$ cat src/rtl/c5_pkg.sv
package c5_pkg;

  localparam int MAX_WIDTH = 2048;
  localparam int COL_W     = $clog2(MAX_WIDTH);
  localparam int KSIZE     = 5;
  localparam int MEM_ROWS  = KSIZE - 1;
  localparam int PIX_W     = 24;
  localparam int ACC_W     = 22;
  localparam int PROD_W    = 36;

  // register indexes on the configuration port
  localparam logic [2:0] REG_KROW0 = 3'd0;
  localparam logic [2:0] REG_KROW1 = 3'd1;
  localparam logic [2:0] REG_KROW2 = 3'd2;
  localparam logic [2:0] REG_KROW3 = 3'd3;
  localparam logic [2:0] REG_KROW4 = 3'd4;
  localparam logic [2:0] REG_MULT  = 3'd5;
  localparam logic [2:0] REG_SHIFT = 3'd6;
  localparam logic [2:0] REG_WIDTH = 3'd7;

  typedef struct packed {
    logic [KSIZE-1:0][39:0] kernel;
    logic [15:0]            mult;
    logic [4:0]             shift;
    logic [11:0]            width;
  } cfg_t;

  // controller to datapath
  typedef struct packed {
    logic accept;
    logic shift;
    logic mac_en;
    logic mul;
    logic load;
  } cmd_t;

  // datapath to controller
  typedef struct packed {
    logic produce;
    logic tap_last;
    logic out_busy;
  } stat_t;

endpackage

$ cat src/rtl/c5_ctrl.sv
module c5_ctrl (
  input  logic          clk,
  input  logic          rst_n,
  input  logic          in_tvalid,
  output logic          in_tready,
  input  c5_pkg::stat_t stat,
  output c5_pkg::cmd_t  cmd
);
  import c5_pkg::*;

  typedef enum logic [4:0] {
    ST_IDLE  = 5'b00001,
    ST_SHIFT = 5'b00010,
    ST_MAC   = 5'b00100,
    ST_MUL   = 5'b01000,
    ST_RND   = 5'b10000
  } state_t;

  state_t state_r, state_nxt;

  assign in_tready  = (state_r == ST_IDLE);
  assign cmd.accept = in_tready & in_tvalid;
  assign cmd.shift  = (state_r == ST_SHIFT);
  assign cmd.mac_en = (state_r == ST_MAC);
  assign cmd.mul    = (state_r == ST_MUL);
  assign cmd.load   = (state_r == ST_RND) & ~stat.out_busy;

  // next state
  always_comb begin
    state_nxt = state_r;
    unique case (state_r)
      ST_IDLE:  if (in_tvalid) state_nxt = ST_SHIFT;
      ST_SHIFT: state_nxt = stat.produce ? ST_MAC : ST_IDLE;
      ST_MAC:   if (stat.tap_last) state_nxt = ST_MUL;
      ST_MUL:   state_nxt = ST_RND;
      ST_RND:   if (!stat.out_busy) state_nxt = ST_IDLE;
      default:  state_nxt = ST_IDLE;
    endcase
  end

  always_ff @(posedge clk) begin
    if (!rst_n) state_r <= ST_IDLE;
    else        state_r <= state_nxt;
  end

endmodule

$ cat config.mk
export PLATFORM = sky130hd
export DESIGN_NAME = c5_ctrl
export DESIGN_NICKNAME = d
export VERILOG_FILES = /design/src/rtl/c5_pkg.sv /design/src/rtl/c5_ctrl.sv
export SDC_FILE = /design/constraint.sdc
export NUM_CORES = 1
export LEC_CHECK = 0
export ABC_AREA = 0
export BUFFER_PORTS_ARGS = -buffer_cell sky130_fd_sc_hd__buf_2
export CAP_MARGIN = 10
export CORE_AREA = 2 2 39 41
export CTS_BUF_LIST = sky130_fd_sc_hd__clkbuf_16
export CTS_CLUSTER_SIZE = 20
export DETAILED_ROUTE_END_ITERATION = 10
export DIE_AREA = 0 0 41 43
export SETUP_SLACK_MARGIN = 0.02
export SYNTH_ARGS = -nofsm -noshare
export SYNTH_HDL_FRONTEND = slang
export SYNTH_SLANG_ARGS = --single-unit
$ cat constraint.sdc
create_clock -name clk -period 1.5 [get_ports clk]
set_input_delay 0.3 -clock clk [delete_from_list [all_inputs] [get_ports clk]]
set_output_delay 0.3 -clock clk [all_outputs]
set_load 0.005 [all_outputs]
==> results.json, run 1 <==
{
  "reg_top3": "state_r x5",
  "ys_seq_area_frac": 0.3239,
  "pre_cts_slack_ns": 0.1911,
  "hold_depth": 3,
  "p_sw_frac": 0.1951,
  "p_int_w": 0.0005282,
  "drtIter0Drc": 6,
  "worst-path-max-fanout": 7,
  "area_growth_pct": 70.85,
  "final.setup.worst_slack_ns": 0.05845,
  "ys_ff_latch": 5,
  "ff2ff_path_depth": 4,
  "placed_area_um2": 399.1,
  "cts-root-buf": "clkbuf_16",
  "arrival_ns": 1.14,
  "reg2reg_from": "state_r[1]$_SDFFE_PN0P_",
  "clk-insertion-delay-late_ns": 0.23,
  "ioPinCount": 12,
  "status": "complete, no violations",
  "io_buffers": 11,
  "grt_max_degree": 8,
  "min-delay-start": "rst_n",
  "grt_pass1_vias": 318,
  "grt_pass1_wl_um": 1248,
  "tns_ns": 0,
  "leakage_nw": 0.2448,
  "switching_power_w": 0.0001280,
  "ys_warn_count": 0,
  "p_per_area_nw_per_um2": 1243,
  "whs_endpoint": "state_r[2]$_SDFFE_PN0P_",
  "drt_pass1_iterations": 2,
  "final_antenna_net_count": 0,
  "coreArea_um2": 1384,
  "wl_um": 779,
  "track_usage": 0.1130,
  "relSlewSlack": 0.7355,
  "clockBufferDepth": 2,
  "period_needed_ns": 1.442,
  "hpwlAfterDp_um": 558.4,
  "crit_required_ns": 1.20,
  "power_frac_comb": 0.123,
  "worst_ir_drop_vdd_v": 0.0009922,
  "synthCells": 38,
  "layout-drive-gt1-share": 0.5179,
  "r2r-end": "state_r[0]$_SDFFE_PN1P_",
  "r2r_slack_ns": 0.21,
  "fin_crit_sh": 0.9610,
  "hp-class": "input pin to flip-flop",
  "syn_nets": 44,
  "multi_input_comb_area_um2": 224.0,
  "num-nets-final": 63,
  "h-tree-depth": 1,
  "num_antenna_cells": 0,
  "numCtsBuffers": 3,
  "drc": 0,
  "timing.hold.ws_ns": 0.3073,
  "clock_power_share": 0.653,
  "utilization": 0.3816,
  "num_rows": 14,
  "drv_slew": 0,
  "top_register": "state_r",
  "fp.dieArea_um2": 1763,
  "final_hold_viol_count": 0,
  "syn_avg_cell_area_um2": 8.133,
  "antenna_found_initial": 0,
  "largest_reg_flops": 5,
  "critPathCaptureType": "output port",
  "critPathKind": "flip-flop to output port",
  "grt_overflow": 0,
  "fp.dieH_um": 43,
  "seq_area_um2": 112.6,
  "skew_ns": 0.001149,
  "fin_area_um2": 528.0,
  "fill_cells": 137,
  "holdBufCountCts": 0,
  "pwr-share-seq": 0.224,
  "routedWlPerCell_um": 10.82,
  "fmax_mhz": 693.7,
  "start_kind": "flip-flop",
  "drv_cap": 0,
  "cts_tree": "built",
  "num_vias": 337,
  "path_clk_slew_ns": 0.03,
  "rsz0062_at_grt": "yes",
  "start_util": 0.2233,
  "synth.distinct_cells": 22,
  "synth_area_um2": 309.0,
  "cts.sinks": 5,
  "setup_viol": 0,
  "place_congestion": 0.7905,
  "die_x_um": 41,
  "worst_slew_pin_slew_ns": 0.3914,
  "viasPerCell": 4.681
}
## Yosys cell counts, drive strengths merged
master,number,area share
o31ai,1,0.024
a2111oi,1,0.049
nor3,1,0.016
nor3b,2,0.065
o21a,1,0.024
a41oi,1,0.028
nor4bb,1,0.032
nor2b,1,0.020
a21boi,1,0.024
a22o,1,0.028
and4,1,0.028
and3,4,0.089
xnor2,1,0.028
nor2,6,0.073
dfxtp,5,0.32
nand3,2,0.032
and2,1,0.020
inv,4,0.049
a31oi,1,0.020
nand2,2,0.024
## layout by cell type, fill, tap and decap left out, drive strengths merged
master   instances
o21a             1
nor4bb           1
a21boi           1
nor2b            1
nor2             6
nor3b            2
xnor2            1
o31ai            1
and2             1
clkbuf           3
a41oi            1
nand3            2
a31oi            1
a2111oi          1
and4             1
nor3             1
inv              5
nand2            2
buf             14
a22o             1
dfxtp            5
and3             4
## metrics by stage
step / power [W] / instances
after global placement: 0.0002182 / 67
after global routing: 0.0006824 / 72
final: 0.0006562 / 72
after floorplan: 0.0001862 / 38
after CTS: 0.0006523 / 71
after detailed placement: 0.0002167 / 67
## timing repair
item,in CTS,in global routing
setup buffers,0,1
resized for setup,4,10
setup endpoints to repair,3,3
pin swaps,0,1
## worst max-delay path, cell delays in order, from the launching register on
cell	delay [ns]
dfxtp_4	0.37
nor3_4	0.21
nor3b_4	0.21
buf_2	0.13
## power groups by stage
stage / registers [W] / logic, W / clock network (W)
floorplan: 0.000149 / 0.0000369 / 0
global placement: 0.000149 / 0.0000693 / 0
detailed placement: 0.000148 / 0.0000683 / 0
CTS: 0.000147 / 0.0000696 / 0.000435
global route: 0.000148 / 0.0000891 / 0.000445
finish: 0.000147 / 0.0000805 / 0.000428
## final cells by class
type                    instances  share of cell area
well taps                      16             0.03791
multi-input cells              29              0.4242
repair buffers                 14              0.1469
inverters                       4             0.02844
clock buffers                   3              0.1422
clock inverters                 1            0.007109
flip-flops and latches          5              0.2133
## worst max path at each step
stage | start | cells after the start | to | slack (ns)
after floorplan | state_r[1]$_SDFFE_PN0P_ | 3 | cmd[4] | 0.30
after global placement | state_r[3]$_SDFFE_PN0P_ | 3 | cmd[2] | 0.15
after detailed placement | state_r[3]$_SDFFE_PN0P_ | 3 | cmd[2] | 0.19
after CTS | state_r[0]$_SDFFE_PN1P_ | 4 | cmd[0] | 0.03
after global routing | state_r[0]$_SDFFE_PN1P_ | 3 | cmd[2] | 0.006
final | state_r[0]$_SDFFE_PN1P_ | 3 | cmd[2] | 0.06
## metal layers
metal	GRT usage	part of all wire	up-vias
met1	0.1144	0.41	153
met2	0.1531	0.51	8
li1	-	-	174
met3	0.08377	0.063	2
met5	0	0	-
met4	0.08000	0.013	0
## logic make-up (layout without fill, tap and decap cells)
| kind of cell | after synthesis | in the layout | synth area share |
|---|---|---|---|
| simple gates | 21 | 21 | 0.4008 |
| compound gates | 7 | 7 | 0.1984 |
| flops | 5 | 5 | 0.3239 |
| buf+inv | 4 | 22 | 0.04857 |
| xor+xnor | 1 | 1 | 0.02835 |
Note: power is estimated with default switching activity, not from simulation.
==> run 2: changes to the inputs <==
--- a/config.mk
+++ b/config.mk
@@ -13,6 +13,7 @@
 export CTS_CLUSTER_SIZE = 20
 export DETAILED_ROUTE_END_ITERATION = 10
 export DIE_AREA = 0 0 41 43
+export PLACE_DENSITY = 0.47
 export SETUP_SLACK_MARGIN = 0.02
 export SYNTH_ARGS = -nofsm -noshare
 export SYNTH_HDL_FRONTEND = slang
==> run 2 against run 1 <==
- critical path depth increased by 1
- cell area is 9.0% higher
- sequential power is essentially flat
- sequential share of layout area decreased by 0.67 points
- worst setup slack got worse by 0.0032 ns
- core utilization up 3.4 points
- via count up 6.5%
- non-clock buffer count increased by 3
- cell count grew 4.2%
- clock power barely moved
- largest power group unchanged
- highest routed layer is now met3
==> results.json, run 2 (synthesis results as in run 1) <==
{
  "worst_slew_pin_slew_ns": 0.3848,
  "drv_slew": 0,
  "layout-drive-gt1-share": 0.5932,
  "relSlewSlack": 0.7400,
  "fmax_mhz": 692.1,
  "reg_top3": "state_r x5",
  "h-tree-depth": 1,
  "worstPathCellList": "nor2_4 > and3_4 > and2_4 > buf_6",
  "routedWlPerCell_um": 11.35,
  "r2r-end": "state_r[0]$_SDFFE_PN1P_",
  "reg2reg_from": "state_r[4]$_SDFFE_PN0P_",
  "clockBufferDepth": 2,
  "final_antenna_net_count": 0,
  "ioPinCount": 12,
  "track_usage": 0.1103,
  "fill_cells": 137,
  "clk-insertion-delay-late_ns": 0.23,
  "period_needed_ns": 1.445,
  "path_clk_slew_ns": 0.03,
  "io_buffers": 11,
  "fin_crit_sh": 0.9632,
  "critPathKind": "flip-flop to output port",
  "antenna_found_initial": 0,
  "critPathBufInv": 1,
  "num-nets-final": 66,
  "num_rows": 14,
  "max_stage_delay_ns": 0.35,
  "hpwlAfterDp_um": 582.1,
  "crit_required_ns": 1.20,
  "leakage_nw": 0.2667,
  "setup_viol": 0,
  "top_register": "state_r",
  "fp.dieArea_um2": 1763,
  "cts.sinks": 5,
  "place_congestion": 0.7639,
  "critPathCaptureType": "output port",
  "numCtsBuffers": 3,
  "rsz0062_at_grt": "yes",
  "coreArea_um2": 1384,
  "largest_reg_flops": 5,
  "hp-class": "input pin to flip-flop",
  "drv_cap": 0,
  "arrival_ns": 1.14,
  "p_per_area_nw_per_um2": 1175,
  "grt_pass1_vias": 312,
  "start_util": 0.2233,
  "start_kind": "flip-flop",
  "worst_ir_drop_vdd_v": 0.0007312,
  "cts_tree": "built",
  "num_antenna_cells": 0,
  "cp_top_family": "simple AND/OR/NAND/NOR gates",
  "hold_depth": 3,
  "layout_common_cells": "buf_2 (10), buf_4 (6), inv_1 (5), dfxtp_4 (5)",
  "area_growth_pct": 86.24,
  "grt_overflow": 0,
  "utilization": 0.4159,
  "layout_commonest_cell": "buf_2",
  "fp.dieH_um": 43,
  "drc": 0,
  "r2r_slack_ns": 0.18,
  "tns_ns": 0,
  "min-delay-start": "rst_n",
  "ff2ff_path_depth": 4,
  "grt_pass1_wl_um": 1269,
  "grt_max_degree": 9,
  "drtIter0Drc": 11,
  "whs_endpoint": "state_r[2]$_SDFFE_PN0P_",
  "num_vias": 359,
  "viasPerCell": 4.787,
  "cp_slowest_cell": "dfxtp_4",
  "final_hold_viol_count": 0,
  "die_x_um": 41,
  "cts-root-buf": "clkbuf_16",
  "worst-path-max-fanout": 5,
  "status": "complete, no violations",
  "drt_pass1_iterations": 4,
  "wl_um": 851,
  "skew_ns": 0.002530
}
## run 2: worst min-delay path: stages
cell     delay (ns)
buf_2          0.11
nand2_1        0.05
nor2_1         0.03
## run 2: layout make-up
type | count | area (um2) | share of cell area
multi-input combinational | 29 | 236.5 | 0.4109
sequential | 5 | 118.9 | 0.2065
timing repair buffer | 17 | 106.4 | 0.1848
clock buffer | 3 | 75.07 | 0.1304
tap | 16 | 20.02 | 0.03478
inverter | 4 | 15.01 | 0.02609
clock inverter | 1 | 3.754 | 0.006522
## run 2: power breakdown
part / internal (W) / switching, W / total (W)
registers: 0.000135 / 0.00000916 / 0.000144
logic: 0.0000615 / 0.0000399 / 0.000101
clock network: 0.000345 / 0.0000859 / 0.000431
total: 0.000541 / 0.000135 / 0.000676
## run 2: worst max path at each step
stage	start	to	slack, ns	cells past startpoint
after floorplan	state_r[1]$_SDFFE_PN0P_	cmd[4]	0.30	3
after global placement	state_r[3]$_SDFFE_PN0P_	cmd[2]	0.12	3
after detailed placement	state_r[1]$_SDFFE_PN0P_	cmd[4]	0.13	4
after CTS	state_r[2]$_SDFFE_PN0P_	cmd[4]	0.02	4
after global routing	state_r[0]$_SDFFE_PN1P_	cmd[2]	0.001	3
final	state_r[2]$_SDFFE_PN0P_	cmd[4]	0.06	4
## run 2: stage by stage
stage	area [um2]	hold slack, ns	power (W)	std cells	setup slack [ns]
2_1_floorplan	309.0	0.4138	0.0001862	38	0.3011
3_3_place_gp	391.6	0.5444	0.0002157	66	0.1185
3_5_place_dp	391.6	0.5449	0.0002145	66	0.1265
4_1_cts	486.7	0.3113	0.0006537	70	0.02109
5_1_grt	575.6	0.3363	0.0007043	75	0.001395
6_report	575.6	0.3005	0.0006762	75	0.05521
## run 2: repair_timing
action / in CTS / in global routing
resized for setup: 6 / 15
hold endpoints to repair: 0 / 0
pin swaps: 0 / 2
hold buffers: 0 / 0
setup endpoints to repair: 4 / 4
buffers inserted: 0 / 5
## run 2: per-layer routing
metal  up-vias  wire length [um]  global-route usage
met2        11               455              0.1656
met1       167               353              0.1250
li1        181                 -                   -
met4         0                 0             0.04000
met3         0                41             0.06283
met5         -                 0                   0
