## src/rtl/c5_pkg.sv

```systemverilog
package c5_pkg;

  localparam int MAX_WIDTH = 2048;
  localparam int COL_W     = $clog2(MAX_WIDTH);
  localparam int KSIZE     = 5;
  localparam int MEM_ROWS  = KSIZE - 1;
  localparam int PIX_W     = 24;
  localparam int ACC_W     = 22;
  localparam int PROD_W    = 36;

  // register indexes on the configuration port
  localparam logic [2:0] REG_KROW0 = 3'd0;
  localparam logic [2:0] REG_KROW1 = 3'd1;
  localparam logic [2:0] REG_KROW2 = 3'd2;
  localparam logic [2:0] REG_KROW3 = 3'd3;
  localparam logic [2:0] REG_KROW4 = 3'd4;
  localparam logic [2:0] REG_MULT  = 3'd5;
  localparam logic [2:0] REG_SHIFT = 3'd6;
  localparam logic [2:0] REG_WIDTH = 3'd7;

  typedef struct packed {
    logic [KSIZE-1:0][39:0] kernel;
    logic [15:0]            mult;
    logic [4:0]             shift;
    logic [11:0]            width;
  } cfg_t;

  // controller to datapath
  typedef struct packed {
    logic accept;
    logic shift;
    logic mac_en;
    logic mul;
    logic load;
  } cmd_t;

  // datapath to controller
  typedef struct packed {
    logic produce;
    logic tap_last;
    logic out_busy;
  } stat_t;

endpackage

```

## src/rtl/c5_cfg.sv

```systemverilog
module c5_cfg (
  input  logic            clk,
  input  logic            rst_n,
  input  logic            cfg_psel,
  input  logic            cfg_penable,
  input  logic            cfg_pwrite,
  input  logic [5:0]      cfg_paddr,
  input  logic [63:0]     cfg_pwdata,
  output logic [63:0]     cfg_prdata,
  output logic            cfg_pready,
  output c5_pkg::cfg_t    cfg
);
  import c5_pkg::*;

  cfg_t       regs_r;
  logic       wr;
  logic [2:0] idx;

  assign cfg_pready = 1'b1;
  assign wr  = cfg_psel & cfg_penable & cfg_pwrite;
  assign idx = cfg_paddr[5:3];
  assign cfg = regs_r;

  // register writes
  always_ff @(posedge clk) begin
    if (!rst_n) begin
      // identity kernel: only the center tap of row 2 is set
      regs_r.kernel    <= {40'd0, 40'd0, 40'h10000, 40'd0, 40'd0};
      regs_r.mult      <= 16'd1;
      regs_r.shift     <= 5'd0;
      regs_r.width     <= 12'd2048;
    end else if (wr) begin
      unique case (idx)
        REG_KROW0, REG_KROW1, REG_KROW2, REG_KROW3, REG_KROW4:
          regs_r.kernel[idx] <= cfg_pwdata[39:0];
        REG_MULT:  regs_r.mult  <= cfg_pwdata[15:0];
        REG_SHIFT: regs_r.shift <= cfg_pwdata[4:0];
        REG_WIDTH: regs_r.width <= cfg_pwdata[11:0];
        default: ;
      endcase
    end
  end

  // read back
  always_comb begin
    unique case (idx)
      REG_KROW0, REG_KROW1, REG_KROW2, REG_KROW3, REG_KROW4:
        cfg_prdata = {24'd0, regs_r.kernel[idx]};
      REG_MULT:  cfg_prdata = {48'd0, regs_r.mult};
      REG_SHIFT: cfg_prdata = {59'd0, regs_r.shift};
      REG_WIDTH: cfg_prdata = {52'd0, regs_r.width};
      default:   cfg_prdata = '0;
    endcase
  end

endmodule

```

## config.mk

```make
export PLATFORM = sky130hd
export DESIGN_NAME = c5_cfg
export DESIGN_NICKNAME = d
export VERILOG_FILES = /design/src/rtl/c5_pkg.sv /design/src/rtl/c5_cfg.sv
export SDC_FILE = /design/constraint.sdc
export NUM_CORES = 1
export LEC_CHECK = 0
export BUFFER_PORTS_ARGS = -buffer_cell sky130_fd_sc_hd__buf_2
export CORE_AREA = 4 4 216 165
export DETAILED_ROUTE_END_ITERATION = 8
export DIE_AREA = 0 0 220 169
export PLACE_DENSITY = 0.66
export SKIP_LAST_GASP = 1
export SLEW_MARGIN = 20
export SYNTH_ARGS = -nofsm -noshare
export SYNTH_HDL_FRONTEND = slang
export SYNTH_SLANG_ARGS = --single-unit
```

## constraint.sdc

```tcl
create_clock -name clk -period 1.3 [get_ports clk]
set_input_delay 0.065 -clock clk [delete_from_list [all_inputs] [get_ports clk]]
set_output_delay 0.065 -clock clk [all_outputs]
set_load 0.01 [all_outputs]
```

==> results.toml, run 1 <==
[setup_path]
cpLargestDelayFamily = "multiplexers"
worst_ep_required_time_ns = 1.24
crit_fanout = 3
cp_cell_sequence = "mux4_2 -> a22o_1 -> buf_2"
crit_type = "reg2out"
worst_path_max_delay_cell = "mux4_2"
startpoint_type = "flop"
cpPeakStageDelay_ns = 0.45
path_buf_inv = 1
cp.arrival_ns = 1.67
cp-end-kind = "primary output"

[route]
ant_nets = 0
routed_via_density = 4.90
dr.pass1.iters = 5
drt_wl_total_um = 38400
drt-initial-drc-count = 623
wl_per_cell_um = 19.4
drc_errors = 0
num_vias = 9710

[cells_and_area]
fin_nets = 1589
drive_gt1_frac = 0.464
final_area_um2 = 15400
largest_reg_flops = 233
area_growth_syn_to_layout_pct = 45.3
final_util = 0.462

[global_routing]
grt.total_usage = 0.197
grt.overflow.total = 0
antenna_found_initial = 1
grt_pass1_wl_um = 58000
grt_pass1_vias = 9813
grt_max_degree = 66

[synthesis]
avgSynthCellArea_um2 = 10.2
synth.ff_latch_count = 233
seq_area_frac_synth = 0.440
async_flop_share = 0
yosysTopAreaCell = "dfxtp_1"
yosys.area.top_type_share = 0.440
synth.most_common_cell = "nand2_1"
synth_cells = 1037
netlist_top_cells_area = "dfxtp_1 44%, mux2i_1 26%, nand2_1 10%, mux4_2 3.6%, buf_4 2.8%"
synth_warnings = 0
synth_area_um2 = 10600
synth_edf_count = 0
synthTopCellsByCount = "288 x nand2_1, 279 x mux2i_1, 233 x dfxtp_1"
synth_cell_type_count = 37
synthFlopType = "dfxtp_1"

[clocking]
cts_buffers = 25
cts_root_buffer = "clkbuf_16"
cts.clk_slew.worst_paths_ns = 0.06
insertion_delay_ns = 0.54
h-tree-depth = 1
cts_tree = "yes"
ctsLongestPathBuffers = 3
cts.sinks = 233

[timing]
skew_ns = 0
finalCriticalPeriod_ns = 1.74
fin_ws_ns = -0.435
rsz0062_at_grt = "true"
relSlewSlack = 0.351
worst_slew_pin_slew_ns = 0.970
max_freq_ghz = 0.576
finalCritPeriodShare = 1.33
setup_viol = 43
hold-worst-slack_ns = 0.0467
slew_violations = 0
final-hold-violation-count = 0

[pwr]
p_int_w = 0.0124
p_comb_frac = 0.085
p_per_area_nw_per_um2 = 1060
clockPowerShare = 0.471
seq_power_share = 0.444
leakagePower_nw = 6.88
worst_ir_drop_vdd_mv = 0.762
switching_share = 0.240
switchingPower_w = 0.00391

[floorplan]
rows = 58
coreArea_um2 = 33400
start_util = 0.318
dieWidth_um = 220
io_pins = 373
die_area_um2 = 37200
die_h_um = 169

[status]
violations = "negative setup slack"
status = "complete, but fails checks"

[place]
io_buffers = 320
placed_cell_area_um2 = 13200
hpwl_um = 26700
place_congestion = 0.864

[min_path]
min_path_type = "in2reg"

[run]
maxCapViolations = 0
## repair_timing
item / in CTS / in global routing
hold buffers: 39 / 0
endpoints found under the hold margin: 202 / 0
buffers inserted: 65 / 11
resized for setup: 122 / 26
pin swaps: 20 / 14
endpoints found under the setup margin: 40 / 40
## routing by layer
metal / vias up / wire length (um) / track usage / share of wire
met5: - / 0 / 0 / 0
met4: 0 / 936 / 0.0538 / 0.024
met3: 60 / 2700 / 0.0366 / 0.070
met2: 404 / 18000 / 0.328 / 0.47
met1: 4732 / 16800 / 0.263 / 0.44
li1: 4514 / - / - / -
## metrics by stage
| stage | instances | worst slack, ns | setup TNS [ns] | power [W] |
|---|---|---|---|---|
| final | 1983 | -0.435 | -12.37 | 0.0163 |
| after global routing | 1982 | -0.485 | -15.00 | 0.0168 |
| after CTS | 1970 | -0.459 | -13.46 | 0.0164 |
| after detailed placement | 1824 | -0.288 | -22.55 | 0.00862 |
| after global placement | 1824 | -0.255 | -17.21 | 0.00860 |
| after floorplan | 1060 | 0.0534 | 0 | 0.00811 |
## cells in the final DEF, fill, tap and decap left out, types with 3 or more instances in the layout
cell / Yosys / layout
dfxtp_1: 233 / 136
mux2_2: 19 / 13
clkbuf_8: 0 / 6
dfxtp_4: 0 / 6
clkbuf_16: 0 / 25
buf_2: 12 / 315
dfxtp_2: 0 / 91
bufinv_16: 0 / 4
clkinv_2: 0 / 5
o211a_1: 7 / 7
o22ai_2: 0 / 3
o21ai_0: 4 / 3
nand3_1: 7 / 7
a22oi_1: 14 / 4
o221ai_2: 0 / 4
buf_12: 2 / 26
dlygate4sd3_1: 0 / 39
mux2i_1: 279 / 279
mux2_4: 0 / 6
o311ai_0: 3 / 3
nor2_2: 2 / 3
buf_4: 39 / 146
nand2_2: 0 / 4
a22oi_2: 0 / 10
mux4_2: 17 / 17
inv_1: 4 / 4
a22o_1: 9 / 9
nand2_1: 288 / 282
o22ai_1: 16 / 12
nor2_8: 4 / 4
conb_1: 2 / 25
a221oi_2: 0 / 7
buf_6: 15 / 3
## layout make-up
type | count | area, um^2
antenna | 2 | 5.00
clock buffer | 32 | 702
clock inverter | 12 | 169
fill | 3105 | 18000
inverter | 5 | 18.8
multi-input combinational | 719 | 5520
sequential | 233 | 4800
tap | 450 | 563
timing repair buffer | 530 | 3630
## cells by family (layout without fill, tap and decap cells)
group                  Yosys count  count (layout)  share of synthesized area
multiplexers                   315             315                      0.320
buffers and inverters          108             579                     0.0682
flip-flops                     233             233                      0.440
other                            2              27                   0.000708
AO/OA/AOI/OAI                   66              66                     0.0485
AND/OR/NAND/NOR                313             313                      0.123
## final timing paths
path,start,endpoint,slack (ns),cells after the start
max,cfg[62]$_SDFFE_PN0P_,cfg_prdata[29],-0.44,3
min,cfg_pwdata[1],cfg[1]$_SDFFE_PN0P_,0.05,3
max reg2reg,cfg[63]$_SDFFE_PN0P_,cfg[63]$_SDFFE_PN0P_,0.36,5
min reg2reg,cfg[67]$_SDFFE_PN0P_,cfg[67]$_SDFFE_PN0P_,0.47,2
## power by group through the flow
| stage | Combinational, W | Clock, W | Sequential [W] |
|---|---|---|---|
| floorplan | 0.000697 | 0 | 0.00741 |
| global placement | 0.00120 | 0 | 0.00740 |
| detailed placement | 0.00122 | 0 | 0.00740 |
| CTS | 0.00137 | 0.00782 | 0.00722 |
| global route | 0.00148 | 0.00811 | 0.00723 |
| finish | 0.00138 | 0.00766 | 0.00723 |
## worst min-delay path: cells and delay by family
| kind | cells | cell delay (ns) |
|---|---|---|
| muxes | 1 | 0.12 |
| buffers and inverters | 1 | 0.09 |
| and+or+nand+nor | 1 | 0.27 |
No activity file was read; power rests on OpenSTA's default activity.
==> run 2: changes to the inputs <==
--- a/config.mk
+++ b/config.mk
@@ -6,11 +6,10 @@
 export NUM_CORES = 1
 export LEC_CHECK = 0
 export BUFFER_PORTS_ARGS = -buffer_cell sky130_fd_sc_hd__buf_2
-export CORE_AREA = 4 4 216 165
+export CORE_AREA = 2 2 214 163
 export DETAILED_ROUTE_END_ITERATION = 8
-export DIE_AREA = 0 0 220 169
+export DIE_AREA = 0 0 216 165
 export PLACE_DENSITY = 0.66
-export SKIP_LAST_GASP = 1
 export SLEW_MARGIN = 20
 export SYNTH_ARGS = -nofsm -noshare
 export SYNTH_HDL_FRONTEND = slang
==> run 2 against run 1 <==
Effect of this change: the run still ends with negative setup slack left; first-iteration DRC count shrank 7.4%; worst hold slack lost 0.018 ns; non-clock buffer count shrank 22; critical path type unchanged; largest power group unchanged.
==> results.toml, run 2 (synthesized netlist as in run 1, its figures left out) <==
[timing]
hold-worst-slack_ns = 0.0286
slew_violations = 0
worst_slew_pin_slew_ns = 0.641
finalCritPeriodShare = 1.32
finalCriticalPeriod_ns = 1.72
final-hold-violation-count = 0
tns_ns = -12.07
relSlewSlack = 0.572
max_freq_ghz = 0.582
fin_ws_ns = -0.417
setup_viol = 40
rsz0062_at_grt = "true"
skew_ns = 0

[floorplan]
io_pins = 373
start_util = 0.318
die_h_um = 165
coreArea_um2 = 33400
rows = 58
dieWidth_um = 216
die_area_um2 = 35600

[clocking]
ctsLongestPathBuffers = 3
cts_tree = "yes"
cts_buffers = 26
cts_root_buffer = "clkbuf_16"
h-tree-depth = 1
cts.sinks = 233
insertion_delay_ns = 0.53
cts.clk_slew.worst_paths_ns = 0.06

[global_routing]
grt.overflow.total = 0
grt_max_degree = 47
grt_pass1_vias = 9127
antenna_found_initial = 0
grt_pass1_wl_um = 54600
grt.total_usage = 0.198

[route]
dr.pass1.iters = 5
num_vias = 9537
drc_errors = 0
ant_nets = 0
routed_via_density = 4.86
drt_wl_total_um = 37400
wl_per_cell_um = 19.1
drt-initial-drc-count = 577

[setup_path]
worst_ep_required_time_ns = 1.24
crit_fanout = 3
cp-end-kind = "primary output"
crit_type = "reg2out"
cp-startpoint = "cfg[102]$_SDFFE_PN0P_"
r2r-start = "cfg[129]$_SDFFE_PN1P_"
startpoint_type = "flop"
cp.arrival_ns = 1.65

[cells_and_area]
final_area_um2 = 15300
fin_nets = 1568
final_common_cell = "buf_2"
layout_common_cells = "313 x buf_2, 281 x nand2_1, 279 x mux2i_1"
drive_gt1_frac = 0.461
stdcell_count = 1961
fill_cells = 3120
antenna_cells = 0
area_growth_syn_to_layout_pct = 44.0
largest_reg_flops = 233

[pwr]
p_per_area_nw_per_um2 = 1050
worst_ir_drop_vdd_mv = 0.833
leakagePower_nw = 6.76

[place]
post-place-cells = 1810
place_congestion = 0.873
placed_cell_area_um2 = 13100
io_buffers = 320
hpwl_um = 25200
place_ws_ns = -0.183

[status]
violations = "negative setup slack"
status = "complete, but fails checks"

[run]
maxCapViolations = 0

[min_path]
min_from = "cfg_pwdata[6]"
min_path_type = "in2reg"
## run 2: timing repair
action / CTS / global route
cloned: 0 / 0
pin swaps: 15 / 12
setup endpoints to repair: 40 / 40
hold buffers: 36 / 0
setup buffers: 60 / 9
endpoints found under the hold margin: 181 / 0
resized for setup: 127 / 34
## run 2: per-stage QoR
stage / power [W] / utilization
finish: 0.0160 / 0.458
global route: 0.0166 / 0.458
CTS: 0.0161 / 0.452
detailed placement: 0.00861 / 0.394
global placement: 0.00860 / 0.394
floorplan: 0.00811 / -
## run 2: path summary, 6_finish.rpt
| kind | to | slack, ns | cells after the start |
|---|---|---|---|
| worst max register to register | cfg[129]$_SDFFE_PN1P_ | 0.48 | 3 |
| worst min-delay path | cfg[199]$_SDFFE_PN0P_ | 0.03 | 3 |
| worst min register to register | cfg[183]$_SDFFE_PN0P_ | 0.46 | 2 |
| worst max-delay path | cfg_prdata[29] | -0.42 | 3 |
## run 2: critical path, cell delays in order, from the launching register on
cell	delay, ns
dfxtp_2	0.32
mux4_2	0.44
a22o_1	0.22
buf_2	0.14
## run 2: final cells by class
class	instances	area, um^2	area share
multi-input combinational	719	5570	0.364
sequential	233	4790	0.314
timing repair buffer	508	3490	0.228
clock buffer	38	767	0.0502
tap	450	563	0.0369
clock inverter	8	77.6	0.00508
inverter	5	18.8	0.00123
## run 2: power by group
part / total, W / leakage, nW / switching (W) / internal (W)
Combinational: 0.00139 / 4.42 / 0.000814 / 0.000573
Sequential: 0.00723 / 1.93 / 0.0000420 / 0.00719
Clock: 0.00739 / 0.416 / 0.00310 / 0.00429
Total: 0.0160 / 6.76 / 0.00396 / 0.0121
## run 2: metal layers
layer,track usage,vias up,part of all wire
li1,-,4476,-
met1,0.265,4632,0.45
met2,0.320,368,0.46
met3,0.0436,61,0.064
met4,0.0560,0,0.026
met5,0,-,0
==> run 3: changes to the inputs <==
--- a/config.mk
+++ b/config.mk
@@ -5,11 +5,13 @@
 export SDC_FILE = /design/constraint.sdc
 export NUM_CORES = 1
 export LEC_CHECK = 0
+export ABC_AREA = 1
 export BUFFER_PORTS_ARGS = -buffer_cell sky130_fd_sc_hd__buf_2
-export CORE_AREA = 2 2 214 163
+export CORE_AREA = 2 2 219 167
 export DETAILED_ROUTE_END_ITERATION = 8
-export DIE_AREA = 0 0 216 165
-export PLACE_DENSITY = 0.66
+export DIE_AREA = 0 0 221 169
+export GPL_ROUTABILITY_DRIVEN = 0
+export PLACE_DENSITY = 0.65
 export SLEW_MARGIN = 20
 export SYNTH_ARGS = -nofsm -noshare
 export SYNTH_HDL_FRONTEND = slang
==> run 3 against run 2 <==
Effect of this change: the run still ends with negative setup slack left; register-to-register slack about the same; final cell count up 40%; combinational power up 44%; count of clock-buffer cells in the layout down 2; fmax up 14%; critical path type unchanged; via count up 38%.
==> results.toml, run 3 <==
[setup_path]
r2r_end = "cfg[95]$_SDFFE_PN0P_"
cp-end-kind = "primary output"
cp.arrival_ns = 1.44
reg2reg_slack_ns = 0.48
r2r-start = "cfg[95]$_SDFFE_PN0P_"
crit_fanout = 2
crit_type = "reg2out"
worst_r2r_path_depth = 4
cp-startpoint = "cfg[16]$_SDFFE_PN0P_"
worst_ep_required_time_ns = 1.24
startpoint_type = "flop"

[global_routing]
grt_pass1_vias = 11885
grt_pass1_wl_um = 69700
grt.total_usage = 0.239
antenna_found_initial = 1
grt_max_degree = 61
grt.overflow.total = 0

[route]
drt_wl_total_um = 47500
wl_per_cell_um = 17.3
drt-initial-drc-count = 1228
routed_via_density = 4.79
dr.pass1.iters = 5
num_vias = 13133
ant_nets = 0
drc_errors = 0

[timing]
setup_viol = 41
skew_ns = 0
finalCritPeriodShare = 1.16
rsz0062_at_grt = "true"
finalCriticalPeriod_ns = 1.51
fin_ws_ns = -0.208
slew_violations = 0
final-hold-violation-count = 0
max_freq_ghz = 0.663

[synthesis]
seq_area_frac_synth = 0.419
async_flop_share = 0
synthTopCellsByCount = "519 x nand2_1, 506 x nor2_1, 233 x dfxtp_1"
synth_area_um2 = 11100
synth_warnings = 0
synth_edf_count = 0
yosysTopAreaCell = "dfxtp_1"
synth.most_common_cell = "nand2_1"
netlist_top_cells_area = "dfxtp_1 42%, nand2_1 18%, nor2_1 17%, nand3_1 5.4%, o21ai_0 4.6%"
yosys.area.top_type_share = 0.419
synth.ff_latch_count = 233
avgSynthCellArea_um2 = 6.21
synth_cells = 1793
synth_cell_type_count = 26
synthFlopType = "dfxtp_1"

[floorplan]
die_h_um = 169
start_util = 0.315
die_area_um2 = 37300
dieWidth_um = 221
rows = 60
io_pins = 373
coreArea_um2 = 35400

[clocking]
cts.sinks = 233
insertion_delay_ns = 0.56
h-tree-depth = 1
cts_tree = "yes"
cts_buffers = 27
cts_root_buffer = "clkbuf_16"
ctsLongestPathBuffers = 3
cts.clk_slew.worst_paths_ns = 0.06

[run]
maxCapViolations = 0

[place]
io_buffers = 320
hpwl_um = 32100
post-place-cells = 2547

[cells_and_area]
drive_gt1_frac = 0.367
stdcell_count = 2743
final_common_cell = "nor2_1"
layout_common_cells = "494 x nor2_1, 487 x nand2_1, 310 x buf_2"
seq_area_um2 = 4850
fill_cells = 3576
fin_nets = 2333
multi_input_area_um2 = 5730
final_util = 0.463
area_growth_syn_to_layout_pct = 47.2
largest_reg_flops = 233

[status]
status = "complete, but fails checks"
violations = "negative setup slack"

[pwr]
p_comb_frac = 0.115
p_per_area_nw_per_um2 = 1060
clockPowerShare = 0.462
seq_power_share = 0.422
switching_share = 0.258
switchingPower_w = 0.00447
worst_ir_drop_vdd_mv = 0.823
leakagePower_nw = 8.27
p_int_w = 0.0128

[min_path]
min_path_type = "in2reg"
min_from = "cfg_pwrite"
hold_path_end = "cfg[129]$_SDFFE_PN1P_"
holdPathStages = 6
[run 3: what timing repair did]
item,CTS,global route
setup buffers,88,18
cloned,1,0
hold endpoints to repair,219,0
pin swaps,50,51
hold buffers,41,0
endpoints found under the setup margin,40,40
gates resized for setup,215,83
[run 3: layout make-up]
type,count,area share
inverter,128,0.0299
clock buffer,36,0.0457
timing repair buffer,546,0.233
antenna,1,0.000153
sequential,233,0.296
clock inverter,12,0.0104
tap,465,0.0355
multi-input combinational,1322,0.349
[run 3: logic make-up after synthesis]
family                 count (synthesis)  synth area share
other                                  2          0.000675
flip-flops                           233             0.419
AO/OA/AOI/OAI                        110            0.0497
AND/OR/NAND/NOR                     1187             0.425
buffers and inverters                261             0.106
[run 3: through the flow]
step / setup WS [ns] / hold WS [ns] / TNS (ns) / total power [W] / area, um^2
floorplan: 0.142 / 0.191 / 0 / 0.00840 / 11200
global placement: -0.179 / 0.330 / -12.91 / 0.00914 / 13700
detailed placement: -0.173 / 0.339 / -22.34 / 0.00916 / 13700
CTS: -0.229 / 0.0306 / -5.83 / 0.0174 / 16100
global route: -0.257 / 0.0671 / -7.49 / 0.0179 / 16400
finish: -0.208 / 0.0498 / -4.85 / 0.0173 / 16400
[run 3: routing by layer]
layer  vias to the layer above  GRT usage  routed length (um)  part of all wire
met4                         0     0.0680                1280             0.027
met1                      6092      0.328               21100              0.44
met3                        91     0.0470                4020             0.085
li1                       6351          -                   -                 -
met5                         -          0                   0                 0
met2                       599      0.382               21100              0.44
[run 3: worst max-delay path, cell delays in order, from the launching register on]
cell and delay (ns):
dfxtp_2 0.32, nand4_1 0.07, nand2_1 0.09, nor2_2 0.15, nand3_2 0.10, buf_2 0.15
[run 3: power by group through the flow]
stage | combinational [W] | clock, W | sequential [W]
finish | 0.00200 | 0.00800 | 0.00731
CTS | 0.00193 | 0.00813 | 0.00731
floorplan | 0.000910 | 0 | 0.00749
detailed placement | 0.00169 | 0 | 0.00747
global placement | 0.00167 | 0 | 0.00747
global route | 0.00216 | 0.00842 | 0.00732
[run 3: how the worst max path moves through the flow]
| stage | endpoint | slack [ns] |
|---|---|---|
| after CTS | cfg_prdata[7] | -0.23 |
| after detailed placement | cfg_prdata[36] | -0.17 |
| after floorplan | cfg_prdata[17] | 0.14 |
| final | cfg_prdata[4] | -0.21 |
| after global placement | cfg[9]$_SDFFE_PN0P_ | -0.18 |
| after global routing | cfg_prdata[0] | -0.26 |
